[config.mk]
export PLATFORM = sky130hd
export DESIGN_NAME = lrn_ram
export DESIGN_NICKNAME = d
export VERILOG_FILES = /design/src/lrn_ram.sv
export SDC_FILE = /design/constraint.sdc
export NUM_CORES = 1
export LEC_CHECK = 0
export BUFFER_PORTS_ARGS = -buffer_cell sky130_fd_sc_hd__buf_2
export CAP_MARGIN = 20
export CORE_ASPECT_RATIO = 1.75
export CORE_MARGIN = 1.5
export CORE_UTILIZATION = 39
export DETAILED_ROUTE_END_ITERATION = 8
export PLACE_DENSITY_LB_ADDON = 0.12
export SLEW_MARGIN = 10
export SYNTH_ARGS = -nofsm -noshare
export SYNTH_HDL_FRONTEND = slang
export SYNTH_SLANG_ARGS = --single-unit
[constraint.sdc]
create_clock -name i_clk -period 4 [get_ports i_clk]
set_clock_uncertainty 0.05 [all_clocks]
set_input_delay 0.6 -clock i_clk [delete_from_list [all_inputs] [get_ports i_clk]]
set_output_delay 0.6 -clock i_clk [all_outputs]
set_load 0.02 [all_outputs]
[src/lrn_ram.sv]
// Generic RAM: one write port, two registered read ports.
`default_nettype none
module lrn_ram #(
    parameter int W = 8,
    parameter int D = 16
) (
    input  wire logic                 i_clk,
    input  wire logic                 i_we,
    input  wire logic [$clog2(D)-1:0] i_waddr,
    input  wire logic [W-1:0]         i_wdata,
    input  wire logic [$clog2(D)-1:0] i_raddr_a,
    input  wire logic [$clog2(D)-1:0] i_raddr_b,
    output logic      [W-1:0]         o_rdata_a,
    output logic      [W-1:0]         o_rdata_b
);
    logic [W-1:0] r_mem [D];

    always_ff @(posedge i_clk) begin
        if (i_we) begin
            r_mem[i_waddr] <= i_wdata;
        end
        o_rdata_a <= r_mem[i_raddr_a];
        o_rdata_b <= r_mem[i_raddr_b];
    end
endmodule
`default_nettype wire

# == After elaboration in Yosys (flattened, before gate mapping) ==
# Memory sizes are Yosys's and may differ from the RTL's. A register that Yosys moved wholly into a read port is not among the register bits.
# Index checks and enable logic that the tools add are counted.
# Widths: inputs -> output; s select.
# classes
muxes,2
# ops
op,count
$mux 1,2
# word_totals
word_cells,3
in_bits,22
ram_bits,128
mem_count,1
out_inout_bits,16
register_bits,0
# mem_list
name,words,word_bits,rd,rd_clocked_by_memory_dff,wr,line,rtl
r_mem,16,8,2,2,1,16,logic [W-1:0] r_mem [D];

# == Longest topological paths before layout ==
# depth
depth_word,2
ltp_mapped,5
depth_no_buf,3

# == Worst setup path after synthesis ==
# No wires, ideal clock.
# synth_path
path_type,input port to flip-flop
startpoint,input port i_waddr[2]
endpoint,"memory r_mem[0][0], enable pin"
n_path_buf,0
required_time_ns,3.567
stages,2
t_arrival_ns,1.710
setup_slack_ns,1.857
cell_sequence,or3b_2 > nor3_1
# synth_rtl
element,line,rtl
start: declaration,9,"input wire logic [$clog2(D)-1:0] i_waddr,"
end: declaration,16,
# Straight into the memory's write port.

==> summary.md <==
| Metric | Value |
|---|---|
| Status | finished, final reports clean |
| P_int | 2.72 mW |
| Area fraction in compound gates after synthesis | 0.0379 |
| Post-CTS setup buffer count | 0 |
| Skew-Pair Late Insertion Delay | 0.42 ns |
| Bufs on Longest Clock Path | 2 |
| Synth-to-Final Area Change | 14.5% |
| DIE WIDTH | 99.4 um |
| Die Height | 172 um |
| Final setup fails | 0 |
| Lkg Pwr | 2.48 nW |
| Nets | 374 |
| Adder-Cell Fraction of Synth Area | 0 |
| Yosys reg bits | 144 |
| Port Buffers | 37 |
| Crit-path max FO | 17 |
| EDFF count, synth | 128 |
| Synth Net Count | 329 |
| Slew @ Worst Pin | 1.02 ns |
| Sw Ratio | 0.228 |
| Post-route minimum period | 2.16 ns |
| PostCTS Resize Cnt | 0 |
| Simple-Gate Fraction of Synth Area | 0.0343 |
| Hold Path Class | input pin to flop |
| Most numerous cell in the Yosys netlist | edfxtp_1 |
| PwrDens | 485 nW/um^2 |
| Sw power | 803 uW |
| Main flop type after synthesis | edfxtp_1 |
| Max cap viols | 0 |
| # diodes | 0 |
| Post-synth top area share | 0.606 |
| 1st-iter DRT viols | 305 |
| VDD IR max | 0.243 mV |
| Vias in the first global route | 3,502 |
| # hold bufs at CTS | 0 |
| Final Cycle Share | 0.539 |
| Seq pwr share | 0.482 |
| Root buffer cell | clkbuf_16 |
| Clock power share | 0.444 |
| Post-synthesis xor/xnor area fraction | 0 |
| Cells after Synth | 307 |
| Synth area leader | edfxtp_1 |
| Async SR Flop Fraction | 0 |
| Drt first pass iters | 5 |
| Placed Area | 6670 um^2 |
| TritonCTS clock tree | yes |
| Final hold vios | 0 |
| CTS buffer count | 17 |
| Worst Setup Path Type | input pin to flop |
| CP Buf/Inv Count | 2 |
| HPWL after detailed placement | 9.82 mm |
| Synth top cells by count | 128 x edfxtp_1, 34 x mux4_2, 32 x a22oi_1 |
| Wirelength per Cell | 26.7 um |
| Die area | 17,100 um^2 |
| Critical Path AT | 2.40 ns |
| Clock-pin slew on the worst setup and hold paths | 0.06 ns |
| Crit-path max cell delay | 0.64 ns |
| Unrepaired setup endpoints after global routing | no |
| Remaining Overflow, GRT | 0 |
| Share of cells above drive strength 1 | 0.310 |
| Highest routed metal layer | met4 |
| Crit-path cells | buf_2 > buf_12 > mux4_4 > a22oi_1 > nand2_1 |
| Initial antenna violation count | 0 |
| # IOs | 38 |
| Hold WS | 0.519 ns |
| Fin. max-slew vios | 0 |
| Relative slew slack | 0.318 |
| Core Box Area | 15,900 um^2 |
| Routed Antenna Nets | 0 |
| WP data required | 4.24 ns |
| Multiplexer share of the synthesized area | 0.244 |
| Synth top area cells | edfxtp_1 61%, mux4_2 12%, mux4_1 12%, dfxtp_1 5.0%, a22oi_1 3.8% |
| Final instance area | 7260 um^2 |
| Starting Density | 0.400 |
| CTS Sinks | 144 |
| Largest net degree at the start of global routing | 33 |
| Startpoint types | input pin |
| Final GP Congestion | 0.718 |
| Met1 wire length | 5.81 mm |
| Fillers | 1,395 |
| # rows | 61 |
| # DRC | 0 |
| Drt via density | 5.92 |
| H-tree depth | 4 |
| Largest family of logic cells by synthesized area | multiplexers |
| YS warnings | 0 |
| Mapped cell area | 6350 um^2 |
| Via count | 3,278 |
| Max Clk Rate | 464 MHz |
| Register area share after synthesis | 0.656 |
| Overall Global Routing Usage | 0.186 |
| Logic gate share of total power | 0.075 |
| Post-Syn Area per Cell | 20.7 um^2 |
| CP max stage cell | mux4_4 |
| Netlist cell types | 20 |
| First-pass GRT wire length | 22.2 mm |
| Met2 wire length | 8.15 mm |
| Top delay family on crit path | buffers and inverters |
| Setup TNS | 0 ns |
| Crit end category | flop |
| Total Wirelength | 14.8 mm |
| Met3 wire length | 559 um |
cell families after synthesis:
| group | count (synthesis) |
|---|---|
| compound gates | 32 |
| buf+inv | 20 |
| flops | 144 |
| mux | 64 |
| simple gates | 47 |
power groups by stage:
stage	logic (mW)	clock network, mW	registers, mW
floorplan	0.152	0	1.75
global placement	0.268	0	1.73
detailed placement	0.269	0	1.73
CTS	0.269	1.59	1.70
global route	0.285	1.65	1.70
finish	0.263	1.56	1.70
path summary, 6_finish.rpt:
check	cells after the start	end	from	slack, ns
worst max-delay path	5	o_rdata_a[0]	i_raddr_a[0]	1.84
worst max register to register	3	o_rdata_a[0]	r_mem[2][0]	2.42
worst min-delay path	1	r_mem[3][1]	i_wdata[1]	0.52
worst min register to register	3	o_rdata_b[7]	r_mem[14][7]	0.64
sequential cells by signal, indices dropped and copies added (netlist names):
signal	count
o_rdata_a	8
r_mem	128
o_rdata_b	8
through the flow:
stage	util	std cells	setup slack (ns)	power (mW)
after floorplan	-	307	1.86	1.90
after global placement	0.420	520	1.37	2.00
after detailed placement	0.420	521	1.38	2.00
after CTS	0.457	553	1.81	3.56
after global routing	0.458	554	1.75	3.63
final	0.458	554	1.84	3.52
worst reg2reg max path: stages (launching register included):
cell and delay [ns]:
edfxtp_1 0.40, mux4_4 0.60, a22oi_1 0.34, nand2_1 0.09
metal layers:
metal / GRT usage / vias to the layer above
li1: - / 1437
met1: 0.217 / 1736
met2: 0.336 / 93
met3: 0.0313 / 12
met4: 0.0808 / 0
met5: 0 / -
cells in the final DEF, fill, tap and decap left out, types with 2 or more instances in the layout:
master and count:
nand2b_1 2, nor2_1 14, mux4_4 2, inv_6 4, clkbuf_16 17, and2_1 2, nor3_1 4, bufinv_16 2
a22oi_1 32, and2b_1 2, mux4_1 28, buf_2 37, clkinv_4 4, nand2_1 17, dfxtp_1 16, nand3b_1 2
buf_4 7, nor2b_1 2, clkinvlp_4 3, mux4_2 34, edfxtp_1 128
cell type report:
cell class | count | area [um^2] | area share
clock inverter | 14 | 156 | 0.0215
sequential | 144 | 4160 | 0.573
tap | 189 | 236 | 0.0326
clock buffer | 18 | 429 | 0.0591
multi-input combinational | 143 | 2010 | 0.277
timing repair buffer | 46 | 269 | 0.0370
(Power assumes the default switching activity.)
