<file path="config.mk">
export PLATFORM = sky130hd
export DESIGN_NAME = lrn_mulmod
export DESIGN_NICKNAME = d
export VERILOG_FILES = /design/src/lrn_pkg.sv /design/src/lrn_mulmod.sv
export SDC_FILE = /design/constraint.sdc
export NUM_CORES = 2
export LEC_CHECK = 0
export BUFFER_PORTS_ARGS = -buffer_cell sky130_fd_sc_hd__buf_2
export CORE_UTILIZATION = 45
export CTS_BUF_LIST = sky130_fd_sc_hd__clkbuf_8 sky130_fd_sc_hd__clkbuf_16
export DETAILED_ROUTE_END_ITERATION = 16
export GPL_TIMING_DRIVEN = 0
export REMOVE_ABC_BUFFERS = 1
export SETUP_SLACK_MARGIN = 0.1
export SLEW_MARGIN = 20
export SYNTH_ARGS = -nofsm -noshare
export SYNTH_HDL_FRONTEND = slang
export SYNTH_SLANG_ARGS = --single-unit
</file>
<file path="constraint.sdc">
create_clock -name i_clk -period 14.3 [get_ports i_clk]
set_clock_uncertainty 0.05 [all_clocks]
set_input_delay 3.575 -clock i_clk [delete_from_list [all_inputs] [get_ports i_clk]]
set_output_delay 3.575 -clock i_clk [all_outputs]
set_load 0.005 [all_outputs]
</file>
<file path="src/lrn_pkg.sv">
// Shared constants, types and helpers of the linear recurrence term engine.
`default_nettype none
package lrn_pkg;

    localparam int MAX_ORDER = 16;
    localparam int DW        = 27;
    localparam int FUNC_W    = 2;
    localparam int SLOT_W    = 5;
    localparam int IDXW      = 63;
    localparam int ORDER_W   = 5;

    localparam logic [DW-1:0] MODULUS = DW'(104857601);

    // Barrett reduction constants for 2^26 <= M < 2^27
    localparam int QW = DW + 1;
    localparam int RW = DW + 2;
    localparam logic [QW-1:0] MU = QW'((64'd1 << (2 * DW)) / 64'(MODULUS));

    localparam int KW = $clog2(MAX_ORDER + 1);
    localparam int OW = $clog2(2 * MAX_ORDER + 2);
    localparam int XW = (KW > SLOT_W) ? KW : SLOT_W;
    localparam int YW = (KW > ORDER_W) ? KW : ORDER_W;

    // Work memory map
    localparam int TERM_BASE = 0;
    localparam int COEF_BASE = TERM_BASE + 2 * MAX_ORDER;
    localparam int PROD_BASE = COEF_BASE + MAX_ORDER + 1;
    localparam int INIT_BASE = PROD_BASE + MAX_ORDER + 1;
    localparam int DEN_BASE  = INIT_BASE + MAX_ORDER;
    localparam int RAM_DEPTH = DEN_BASE + MAX_ORDER + 1;
    localparam int AW        = $clog2(RAM_DEPTH);

    typedef enum logic [FUNC_W-1:0] {
        FN_LOAD_TERM = 2'd0,
        FN_LOAD_COEF = 2'd1,
        FN_QUERY     = 2'd2
    } t_func;

    typedef enum logic [4:0] {
        ST_IDLE  = 5'b00001,
        ST_COPY  = 5'b00010,
        ST_CHECK = 5'b00100,
        ST_MAC   = 5'b01000,
        ST_OUT   = 5'b10000
    } t_state;

    typedef struct packed {
        logic vld;
        logic neg;
    } t_mac_tag;

    typedef struct packed {
        logic vld;
        logic neg;
        logic busy;
    } t_mac_res;

    function automatic logic [DW-1:0] neg_mod(input logic [DW-1:0] x);
        logic [DW-1:0] r;
        r = (x == '0) ? '0 : MODULUS - x;
        return r;
    endfunction

endpackage
`default_nettype wire

</file>
<file path="src/lrn_mulmod.sv">
// Pipelined modular multiplier: product, then Barrett reduction in three stages.
`default_nettype none
module lrn_mulmod import lrn_pkg::*; (
    input  wire logic          i_clk,
    input  wire logic          i_rst_n,
    input  wire t_mac_tag      i_tag,
    input  wire logic [DW-1:0] i_a,
    input  wire logic [DW-1:0] i_b,
    output t_mac_res           o_res,
    output logic      [DW-1:0] o_r
);
    logic [3:0] r_v;
    logic [3:0] r_n;
    logic [2*DW-1:0] r_p;
    logic [2*DW-1:0] r_x2;
    logic [QW-1:0]   r_qe;
    logic [RW-1:0]   r_x3;
    logic [RW-1:0]   r_qm;
    logic [DW-1:0]   r_r;

    logic [2*DW-1:0]  w_p;
    logic [2*QW-1:0]  w_qmu;
    logic [QW+DW-1:0] w_qm;
    logic [RW-1:0]    w_r;
    logic [RW-1:0]    w_m1;
    logic [RW-1:0]    w_m2;

    assign w_p   = (2*DW)'(i_a) * (2*DW)'(i_b);
    assign w_qmu = (2*QW)'(r_p[2*DW-1:DW-1]) * (2*QW)'(MU);
    assign w_qm  = (QW+DW)'(r_qe) * (QW+DW)'(MODULUS);
    assign w_r   = r_x3 - r_qm;
    assign w_m1  = RW'(MODULUS);
    assign w_m2  = RW'(MODULUS) << 1;

    always_ff @(posedge i_clk) begin
        if (!i_rst_n) begin
            r_v <= '0;
        end else begin
            r_v <= {r_v[2:0], i_tag.vld};
        end
        r_n  <= {r_n[2:0], i_tag.neg};
        r_p  <= w_p;
        r_x2 <= r_p;
        r_qe <= w_qmu[2*QW-1:QW];
        r_x3 <= r_x2[RW-1:0];
        r_qm <= w_qm[RW-1:0];
        // remainder lies below 3M: fold at most twice
        if (w_r >= w_m2) begin
            r_r <= DW'(w_r - w_m2);
        end else if (w_r >= w_m1) begin
            r_r <= DW'(w_r - w_m1);
        end else begin
            r_r <= DW'(w_r);
        end
    end

    assign o_res.vld  = r_v[3];
    assign o_res.neg  = r_n[3];
    assign o_res.busy = |r_v;
    assign o_r        = r_r;
endmodule
`default_nettype wire

</file>
# Word-level counts from Yosys, hierarchy flattened
# Index checks and enable logic that the tools add are counted.
# op_classes
addsub	3
multipliers	3
n_lt_le_gt_ge	2
muxes	2
reduce_logical	1
# ops
op	count
28-bit by 27-bit multiplier with 55-bit output (second input constant)	1
27-bit by 27-bit multiplier with 54-bit output	1
27-bit 2-to-1 mux	2
27-bit subtractor (second input constant)	2
29-bit by 27-bit >= comparator with 1-bit output (second input constant)	1
29-bit by 28-bit >= comparator with 1-bit output (second input constant)	1
28-bit by 27-bit multiplier with 29-bit output (second input constant)	1
29-bit subtractor	1
4-bit OR reduction	1
# word_totals
ff_bits	204
wordCells	19

# Longest topological paths before layout
# logic_depth
word_depth	4
depth_mapped	29

# Worst setup path before layout
# No wires, ideal clock.
# synth_path
path_kind	input to register
start	input i_a[20]
end	register r_p[52]
setup_time_ns	0.118
arrival_ns	10.247
required_ns	14.132
setup_slack_ns	3.885
cell_stages	28
path_buffers	2
cell_sequence	clkbuf_1 clkbuf_1 nand2_1 fa_1 inv_1 fa_1 inv_1 fa_1 fa_1 inv_1 fa_1 fa_1 inv_1 fa_1 inv_1 ha_1 a21o_1 a21oi_1 o21ai_0 a21oi_1 o21ba_2 a41oi_1 a221oi_1 a41oi_1 a211o_1 o21ai_0 a21oi_1 xnor2_1
# synth_via
elab_chain_len	1
# synth_rtl
element	line	rtl
start: declaration	lrn_mulmod.sv:7	input wire logic [DW-1:0] i_a,
27-bit by 27-bit multiplier with 54-bit output	lrn_mulmod.sv:28	assign w_p = (2*DW)'(i_a) * (2*DW)'(i_b);
net w_p[52]	lrn_mulmod.sv:21	logic [2*DW-1:0] w_p;
end signal: assignment	lrn_mulmod.sv:42	r_p <= w_p;
end: declaration	lrn_mulmod.sv:14	logic [2*DW-1:0] r_p;
# The timed path passes the listed nets, and every way through them passes these cells.
# A chain may end at the register's enable or synchronous reset.

# Worst setup path after layout
# layout_path
start	input i_b[3]
end	register r_p[52]
# layout_via
elab_chain_len	1
# layout_rtl
element	line	rtl
start: declaration	lrn_mulmod.sv:8	input wire logic [DW-1:0] i_b,
27-bit by 27-bit multiplier with 54-bit output	lrn_mulmod.sv:28	
net w_p[52]	lrn_mulmod.sv:21	
# The timed path passes the listed nets, and every way through them passes these cells.

==> flow_metrics.py <==
metrics = {
    "run_status": {
        "status": "completed",
    },
    "setup_path": {
        "crit_end": "r_p[52]",
        "cp_data_arrival_time_ns": 11.57,
        "reg2reg_depth": 22,
        "crit_type": "in2reg",
        "cp_max_fo": 27,
        "required_ns": 14.67,
        "r2r_start": "r_p[26]",
        "crit_start": "i_b[3]",
        "start_kind": "primary input",
        "reg2reg_slack_ns": 6.93,
        "end_kind": "flip-flop",
        "reg2reg_to": "r_qe[24]",
    },
    "timing": {
        "tightestPinTransition_ns": 0.975,
        "finalHoldViolations": 0,
        "fmax_mhz": 89.3,
        "period_share": 0.783,
        "slew_headroom": 0.349,
        "fin_tns_setup_ns": 0,
        "post-route-min-period_ns": 11.19,
        "finalSetupViolCount": 0,
        "slew_viol_final": 0,
        "rsz0062_at_grt": "false",
    },
    "logic_synthesis": {
        "yosys.cell_types.count": 73,
        "synth-seq-area-share": 0.0961,
        "synthTopCellsByArea": "fa_1 (42%), ha_1 (16%), inv_1 (9.8%), dfxtp_1 (9.6%), nand2_1 (4.5%)",
        "syn_avg_cell_area_um2": 9.46,
        "syn_inst": 4493,
        "ys.warnings.count": 0,
        "synth-main-ff-cell": "dfxtp_1",
        "synth_edf_count": 0,
        "syn-cell-area_um2": 42500,
        "synth_async_sr_flop_share": 0,
        "synth_top_area_cell": "fa_1",
        "synth_top_area_share": 0.417,
        "synth-seq-cells": 204,
    },
    "global_route": {
        "first_global_vias": 31200,
        "grt-ovfl-total": 0,
        "grt_pass1_wl_um": 169000,
        "grt_max_degree": 28,
        "grt_use_total": 0.227,
        "antenna_found_initial": 2,
    },
    "die": {
        "die_h_um": 309,
        "num_io_pins": 88,
        "rows": 112,
        "start_util": 0.455,
        "die-area_um2": 95700,
        "coreArea_um2": 93500,
        "die-width_um": 309,
    },
    "cts": {
        "cts.sinks": 204,
        "ctsResizeCount": 0,
        "clock_latency_ns": 0.53,
        "clockBufferDepth": 3,
        "clk_pin_slew_ns": 0.06,
        "root_buffer": "clkbuf_16",
        "holdBufCountCts": 0,
        "cts_buffers": 22,
        "cts_max_level": 1,
        "cts_tree": "done",
        "cts_setup_buffers": 0,
    },
    "route": {
        "wl_per_cell_um": 18.1,
        "drt-total-wl_um": 104000,
        "drcViolationCount": 0,
        "drt_iter0_drc": 1521,
        "vias_per_cell": 5.10,
        "ant_nets": 0,
        "firstDrtPassIters": 7,
        "vias": 29100,
    },
    "min_path": {
        "hold_depth": 0,
        "hp-class": "reg2reg",
    },
    "layout": {
        "layout-drive-gt1-share": 0.0328,
        "syn2layout_area_growth_pct": 5.04,
        "layout_commonest_cell": "inv_1",
        "ff_latch_area_um2": 4080,
        "multi_input_area_um2": 33600,
        "final_cell_mix": "inv_1 (1107), fa_1 (886), ha_1 (558), nand2_1 (514), and2_1 (304)",
        "num_antenna_cells": 0,
        "nets": 5944,
        "fillers": 9009,
    },
    "placement": {
        "routabilityCongestion": 0.897,
        "dp_hpwl_um": 82100,
        "place.port_buffers": 87,
    },
    "run": {
        "max_cap_viol_count": 0,
    },
}
-- worst min-delay path by stage --
stage               end  slack, ns     start
6_report       r_x3[17]       0.27  r_x2[17]
5_1_grt        r_x3[17]       0.27  r_x2[17]
4_1_cts        r_x3[17]       0.27  r_x2[17]
3_5_place_dp    r_qm[7]       0.26   r_qe[7]
3_3_place_gp     r_n[1]       0.26    r_n[0]
2_1_floorplan    r_n[1]       0.26    r_n[0]
-- cell usage after synthesis (6+ instances only) --
| master | count |
|---|---|
| a21oi_1 | 118 |
| o21a_1 | 15 |
| ha_1 | 558 |
| inv_1 | 1104 |
| nor3_1 | 23 |
| xnor2_1 | 90 |
| and3_1 | 9 |
| a21boi_0 | 9 |
| o211ai_1 | 17 |
| xor2_1 | 42 |
| nor2_1 | 79 |
| dfxtp_1 | 204 |
| a21o_1 | 67 |
| or3_1 | 6 |
| and2_1 | 304 |
| and4_1 | 7 |
| nand4_1 | 22 |
| o2111ai_1 | 6 |
| o31ai_1 | 6 |
| nand2b_1 | 15 |
| nor2b_1 | 24 |
| o21ai_0 | 55 |
| a211oi_1 | 15 |
| fa_1 | 886 |
| o21ai_1 | 7 |
| a31oi_1 | 8 |
| nand2_1 | 514 |
| or2_2 | 6 |
| o21bai_1 | 10 |
| nand3_1 | 29 |
| clkbuf_1 | 150 |
-- kinds of logic after synthesis --
| family | count (synthesis) | synth area share |
|---|---|---|
| muxes | 5 | 0.00121 |
| AOI/OAI and AO/OA | 379 | 0.0585 |
| and+or+nand+nor | 1063 | 0.122 |
| buffers and inverters | 1266 | 0.113 |
| DFF | 204 | 0.0961 |
| adders and majority gates | 1444 | 0.582 |
| xor gates and xnor gates | 132 | 0.0272 |
-- flip-flops by register name (all words and copies together), names as in the netlist --
| signal | count |
|---|---|
| r_v | 4 |
| r_qe | 28 |
| r_x2 | 29 |
| r_x3 | 29 |
| r_p | 54 |
| r_qm | 29 |
| r_n | 4 |
| o_r | 27 |
-- worst max-delay path: stages --
cell and delay (ns):
buf_2 0.61, nand2_1 0.17, fa_1 0.57, inv_1 0.06, fa_1 0.53, inv_1 0.05
fa_1 0.50, fa_1 0.51, inv_1 0.05, fa_1 0.48, fa_1 0.54, inv_1 0.05
fa_1 0.52, inv_1 0.04, ha_1 0.38, a21o_1 0.14, a21oi_1 0.06, o21ai_0 0.30
a21oi_1 0.06, o21ba_2 0.29, a41oi_1 0.30, a221oi_1 0.73, a41oi_1 0.23, a211o_1 0.35
o21ai_0 0.20, a21oi_1 0.11, xnor2_1 0.13
-- cell type report --
cell class	instances	area share
repair buffers	87	0.00976
multi-input cells	3023	0.753
clock inverters	13	0.00404
clock buffers	26	0.0136
flip-flops and latches	204	0.0915
inverters	1104	0.0929
well taps	1254	0.0352
-- per-stage QoR --
step	utilization	cell area, um^2	setup WS (ns)	hold WS (ns)	cells
after floorplan	-	41800	4.34	0.260	4331
after global placement	0.469	43800	2.55	0.260	5672
after detailed placement	0.469	43800	2.54	0.262	5672
after CTS	0.477	44600	3.11	0.271	5711
after global routing	0.477	44600	2.66	0.271	5711
final	0.477	44600	3.11	0.271	5711
-- per-layer routing --
metal  GRT usage  vias up  wire length [um]
met4      0.0434        0              1990
met5           0        -                 0
met2       0.377      771             48300
met1       0.321    14800             47900
met3      0.0255      131              5520
li1            -    13400                 -
Power is left out: the tool's default activity adds up to more than one toggle a clock period on the data nets, which glitch-free logic cannot reach.
